==> config.mk <==
export PLATFORM = sky130hd
export DESIGN_NAME = chsd_front
export DESIGN_NICKNAME = d
export VERILOG_FILES = /design/src/rtl/chsd_pkg.sv /design/src/rtl/chsd_front.sv
export SDC_FILE = /design/constraint.sdc
export NUM_CORES = 1
export LEC_CHECK = 0
export ABC_AREA = 1
export BUFFER_PORTS_ARGS = -buffer_cell sky130_fd_sc_hd__buf_2
export CAP_MARGIN = 20
export CORE_UTILIZATION = 41
export CTS_CLUSTER_DIAMETER = 50
export DETAILED_ROUTE_END_ITERATION = 16
export PLACE_DENSITY = 0.69
export SETUP_SLACK_MARGIN = 0.2
export SYNTH_ARGS = -nofsm -noshare
export SYNTH_HDL_FRONTEND = slang
export SYNTH_SLANG_ARGS = --single-unit
export TNS_END_PERCENT = 1
==> constraint.sdc <==
create_clock -name clk -period 4.54 [get_ports clk]
set_clock_uncertainty 0.05 [all_clocks]
set_input_delay 0.454 -clock clk [delete_from_list [all_inputs] [get_ports clk]]
set_output_delay 0.454 -clock clk [all_outputs]
set_load 0.02 [all_outputs]
==> src/rtl/chsd_pkg.sv <==
// Shared types and codes for the canonical Huffman stream decoder.
`timescale 1ns / 1ps
`default_nettype none
package chsd_pkg;

  localparam int unsigned MaxCodeBits = 15;
  localparam int unsigned MaxCodes    = 256;
  localparam int unsigned TableDepth  = 1 << MaxCodeBits;

  typedef struct packed {
    logic [7:0] data;
    logic       fin;
    logic [3:0] nbits;
  } item_t;

  localparam logic [3:0] PH_VERSION = 4'd0;
  localparam logic [3:0] PH_CHUNK   = 4'd1;
  localparam logic [3:0] PH_MAXLEN  = 4'd2;
  localparam logic [3:0] PH_COUNTN  = 4'd3;
  localparam logic [3:0] PH_COUNTS  = 4'd4;
  localparam logic [3:0] PH_SYMBOLS = 4'd5;
  localparam logic [3:0] PH_DECODE  = 4'd6;
  localparam logic [3:0] PH_STOPPED = 4'd7;

  localparam logic [2:0] ST_SYMBOL    = 3'd0;
  localparam logic [2:0] ST_DONE      = 3'd1;
  localparam logic [2:0] ST_BAD_VER   = 3'd2;
  localparam logic [2:0] ST_BAD_CHUNK = 3'd3;
  localparam logic [2:0] ST_BAD_LEN   = 3'd4;
  localparam logic [2:0] ST_BAD_CNT   = 3'd5;
  localparam logic [2:0] ST_TOO_MANY  = 3'd6;
  localparam logic [2:0] ST_TRUNC     = 3'd7;

endpackage
`default_nettype wire

==> src/rtl/chsd_front.sv <==
// Input side: accepts items, resolves valid bit count, two-entry queue.
`timescale 1ns / 1ps
`default_nettype none
module chsd_front import chsd_pkg::*; (
  input  wire logic       clk,
  input  wire logic       rst_n,
  input  wire logic       in_valid,
  output logic            in_stall,
  input  wire logic [7:0] in_stream_byte,
  input  wire logic       in_final_byte,
  input  wire logic [3:0] in_final_bits,
  output logic            q_valid,
  output item_t           q_item,
  input  wire logic       q_pop
);

  item_t      mem_r [2];
  logic [1:0] cnt_r;
  logic       wp_r;
  logic       rp_r;
  item_t      cls;
  logic       push;
  logic       pop;

  always_comb begin
    cls.data  = in_stream_byte;
    cls.fin   = in_final_byte;
    if (!in_final_byte) begin
      cls.nbits = 4'd8;
    end else if (in_final_bits > 4'd8) begin
      cls.nbits = 4'd8;
    end else begin
      cls.nbits = in_final_bits;
    end
  end

  assign in_stall = (cnt_r == 2'd2);
  assign push     = in_valid && !in_stall;
  assign q_valid  = (cnt_r != 2'd0);
  assign q_item   = mem_r[rp_r];
  assign pop      = q_pop && q_valid;

  always_ff @(posedge clk) begin
    if (push) begin
      mem_r[wp_r] <= cls;
    end
  end

  always_ff @(posedge clk) begin
    if (!rst_n) begin
      cnt_r <= 2'd0;
      wp_r  <= 1'b0;
      rp_r  <= 1'b0;
    end else begin
      if (push) begin
        wp_r <= ~wp_r;
      end
      if (pop) begin
        rp_r <= ~rp_r;
      end
      if (push && !pop) begin
        cnt_r <= cnt_r + 2'd1;
      end else if (pop && !push) begin
        cnt_r <= cnt_r - 2'd1;
      end
    end
  end

endmodule
`default_nettype wire

After elaboration in Yosys (flattened, before gate mapping)
Memory sizes are Yosys's and may differ from the RTL's. A register that Yosys moved wholly into a read port is not among the register bits.
Cells that the tools add are included.

word-level totals
  logic and storage cells = 27
  memories = 1
  bits in registers = 4
  bits in writable memories = 26
  input bits = 17

memory list
  name   depth  width  rd ports  clocked after Yosys merged registers in  wr ports  RTL line          source
  mem_r  2      13     1         1                                        1         chsd_front.sv:17  item_t mem_r [2];

operators by class
  bitwise logic cells = 2
  add/sub/neg operators = 2
  muxes and demuxes = 8
  reductions and logical operators = 9
  order comparisons = 1
  eq/ne operators = 1

operators by type and width
  cell                 number
  $mux 4               2
  $gt 4x4->1 const B   1
  $logic_and 1x1->1    4
  $mux 1               4
  $mux 2               2
  $reduce_bool 2->1    2
  $logic_not 1->1      3
  $add 2x1->2 const B  1
  $eq 2x2->1 const B   1
  $not 1->1            2
  $sub 2x1->2 const B  1

Depth between registers and ports, before layout
  word-level depth = 7
  mapped depth = 10
  mapped depth without buffers = 10

Least setup slack after synthesis
OpenSTA, ideal clock, no wires.

  kind = register -> register
  start = register cnt_r[0]
  end = memory mem_r[1][0] (netlist bit) (enable)
  setup slack = 3004 ps
  path buffers = 0
  period minus slack after synthesis = 1536 ps
  required time = 4108 ps
  stages on the path, launching flop included = 3
  data arrival time = 1104 ps
  setup time = 382 ps
  path through = dfxtp_1 o21ai_2 nor2_1

between the ends
  cells in the longest elaborated chain, start to end = 5

ends and longest elaborated chain
  item                          RTL line          source
  start, declared               chsd_front.sv:18  logic [1:0] cnt_r;
  start signal, assigned        chsd_front.sv:62  cnt_r <= cnt_r + 2'd1;
  start signal, assigned        chsd_front.sv:64  cnt_r <= cnt_r - 2'd1;
  $eq 2x2->1                    chsd_front.sv:37  assign in_stall = (cnt_r == 2'd2);
  $logic_not 1->1               chsd_front.sv:38  assign push = in_valid && !in_stall;
  $logic_and 1x1->1             chsd_front.sv:38
  $mux 1                        chsd_front.sv:44  if (push) begin
  $mux 1 (not written as such)  chsd_front.sv:45  mem_r[wp_r] <= cls;
  end, declared                 chsd_front.sv:17

Every way passes these cells.

==> impl_metrics.tcl <==
set metrics [dict create \
    status "finished, final reports clean" \
    hold_start "in_stream_byte[1]" \
    synth-xor-area-share_pct 0 \
    drive_gt1_share_pct 44.8 \
    setup_ws_ns 2.46 \
    mostFrequentLayoutCells "buf_2, edfxtp_1, mux2_2" \
    synthMuxAreaShare_pct 12.0 \
    crit_required_ns 4.04 \
    synth-compound-area-share_pct 2.67 \
    grt_pass1_vias 715 \
    synth_cell_type_count 16 \
    grt_util_met2_pct 20.8 \
    tritoncts "done" \
    rows 19 \
    top_usage_layer "met2" \
    nNetsFinal 142 \
    grt-ovfl-total 0 \
    cp_max_fo 13 \
    seq_area_frac_synth_pct 72.4 \
    gp_congestion 0.698 \
    routedWlPerCell_um 12.0 \
    viasPerCell 4.84 \
    final_area_um2 1470 \
    num_io_pins 32 \
    avgSynthCellArea_um2 14.3 \
    wl_um 1880 \
    hpwl_um 1330 \
    ctsResizeCount 0 \
    max_slew_margin_pct 59.5 \
    ctsHoldBuffers 0 \
    n_antenna_cell 0 \
    fin_setup_tns_ns 0 \
    synth_warnings 0 \
    syn_nets 103 \
    crit_type "reg2out" \
    htreeDepth 2 \
    postCtsSetupBuffers 0 \
    yosys.area_share.simple_pct 7.30 \
    fin_crit_ns 2.08 \
    syn-instance-count 85 \
    clkSinkCount 31 \
    pre_cts_ws_ns 2.63 \
    peakVddDrop_v 0.000329 \
    layout_commonest_cell "buf_2" \
    root_buffer "clkbuf_4" \
    worstSetupEndpointType "output pin" \
    setup_violations 0 \
    area_growth_pct 20.7 \
    met3_usage_pct 5.76 \
    start_util_pct 43.8 \
    max_cap_violations 0 \
    die_w_um 56.5 \
    timing.final.crit_share_pct 45.9 \
    hold_violations 0 \
    power_density_nw_per_um2 530 \
    crit_slowest_cell "dfxtp_1" \
    cp-start-kind "flop" \
    max_freq_mhz 480 \
    numCtsBuffers 5 \
    rsz0062_at_grt "no" \
    vias 755 \
    path_cells "mux2_2 -> buf_2" \
    die_h_um 56.5 \
    hold_ws_ns 0.270 \
    ant_nets 0 \
    rr_startpoint "cnt_r[0]" \
    cts.clk_slew.worst_paths_ns 0.09 \
    cts_buffer_depth 2 \
    track_usage_pct 12.9 \
    drc 0 \
    synthAdderAreaFrac_pct 1.03 \
    critical_path_arrival_ns 1.58 \
    syn_area_um2 1220 \
    antenna_found_initial 0 \
    clk_latency_ns 0.32 \
    drt_iter0_drc 15 \
    hold_path_class "in2reg" \
    power_leakage_nw 0.615 \
    dpl_cell_area_um2 1400 \
    synth_seq_cells 31 \
    grt_max_degree 14 \
    met1_usage_pct 13.0 \
    grt_pass1_wl_um 2940 \
    dieArea_um2 3190 \
    report.final.slew_viol_count 0 \
    synth_top_family_by_area "multiplexers" \
    port_buffers 31 \
    dr.pass1.iters 4 \
    worst_pin_slew_ns 0.605 \
    core_region_area_um2 2780 \
    slowest_delay_ns 0.69 \
]
[sequential cells by signal, summed over array words and instances, names as in the netlist, named ones only]
| signal | flops |
|---|---|
| cnt_r | 2 |
| mem_r | 26 |
| rp_r | 1 |
| wp_r | 1 |
[path summary, 6_finish.rpt]
check	end	slack [ns]	cells past startpoint
worst max register to register	mem_r[1][7]	2.93	3
worst max-delay path	q_item[3]	2.46	2
worst min-delay path	mem_r[0][6]	0.27	1
worst min register to register	wp_r	0.47	2
[final cells by class]
class | instances | area, µm²
clock buffer | 7 | 45.0
clock inverter | 1 | 5.00
fill | 230 | 1310
inverter | 12 | 45.0
multi-input combinational | 41 | 280
sequential | 31 | 881
tap | 31 | 38.8
timing repair buffer | 33 | 174
[cell families after synthesis]
kind of cell / count (synthesis)
AOI/OAI and AO/OA: 5
adders and majority gates: 1
buffers and inverters: 13
DFF: 31
muxes: 13
and+or+nand+nor: 22
[synth_stat cells, drive strengths merged]
master	n	area share [%]
nand4	1	0.51
mux2	13	12
ha	1	1.0
o21ai	3	1.5
dfxtp	5	8.2
inv	12	3.7
buf	1	0.92
a21oi	1	0.41
edfxtp	26	64
nor2	12	3.7
nand3	1	0.41
nand2	8	2.7
o21a	1	0.72
[worst max-delay path, delay by kind of cell, from the launching register on]
| kind | cells | cell delay (ns) |
|---|---|---|
| mux | 1 | 0.41 |
| buf+inv | 1 | 0.16 |
| flops | 1 | 0.69 |
[layer usage]
layer | share of wire (%) | vias to the layer above | wire, µm
met5 | 0 | - | 0
met4 | 2.7 | 0 | 51
met3 | 7.0 | 7 | 131
met2 | 48 | 28 | 903
met1 | 42 | 347 | 789
li1 | - | 373 | -
[through the flow]
step	power, mW	std cells	utilization, %
6_report	0.779	156	52.8
5_1_grt	0.827	156	52.8
4_1_cts	0.783	154	52.1
3_5_place_dp	0.639	146	50.3
3_3_place_gp	0.629	146	50.3
2_1_floorplan	0.570	85	-
[power breakdown]
group | total [mW] | internal (mW) | switching, mW
registers | 0.392 | 0.361 | 0.0308
logic | 0.242 | 0.0984 | 0.144
clock network | 0.145 | 0.0602 | 0.0845
(Power assumes the default switching activity.)
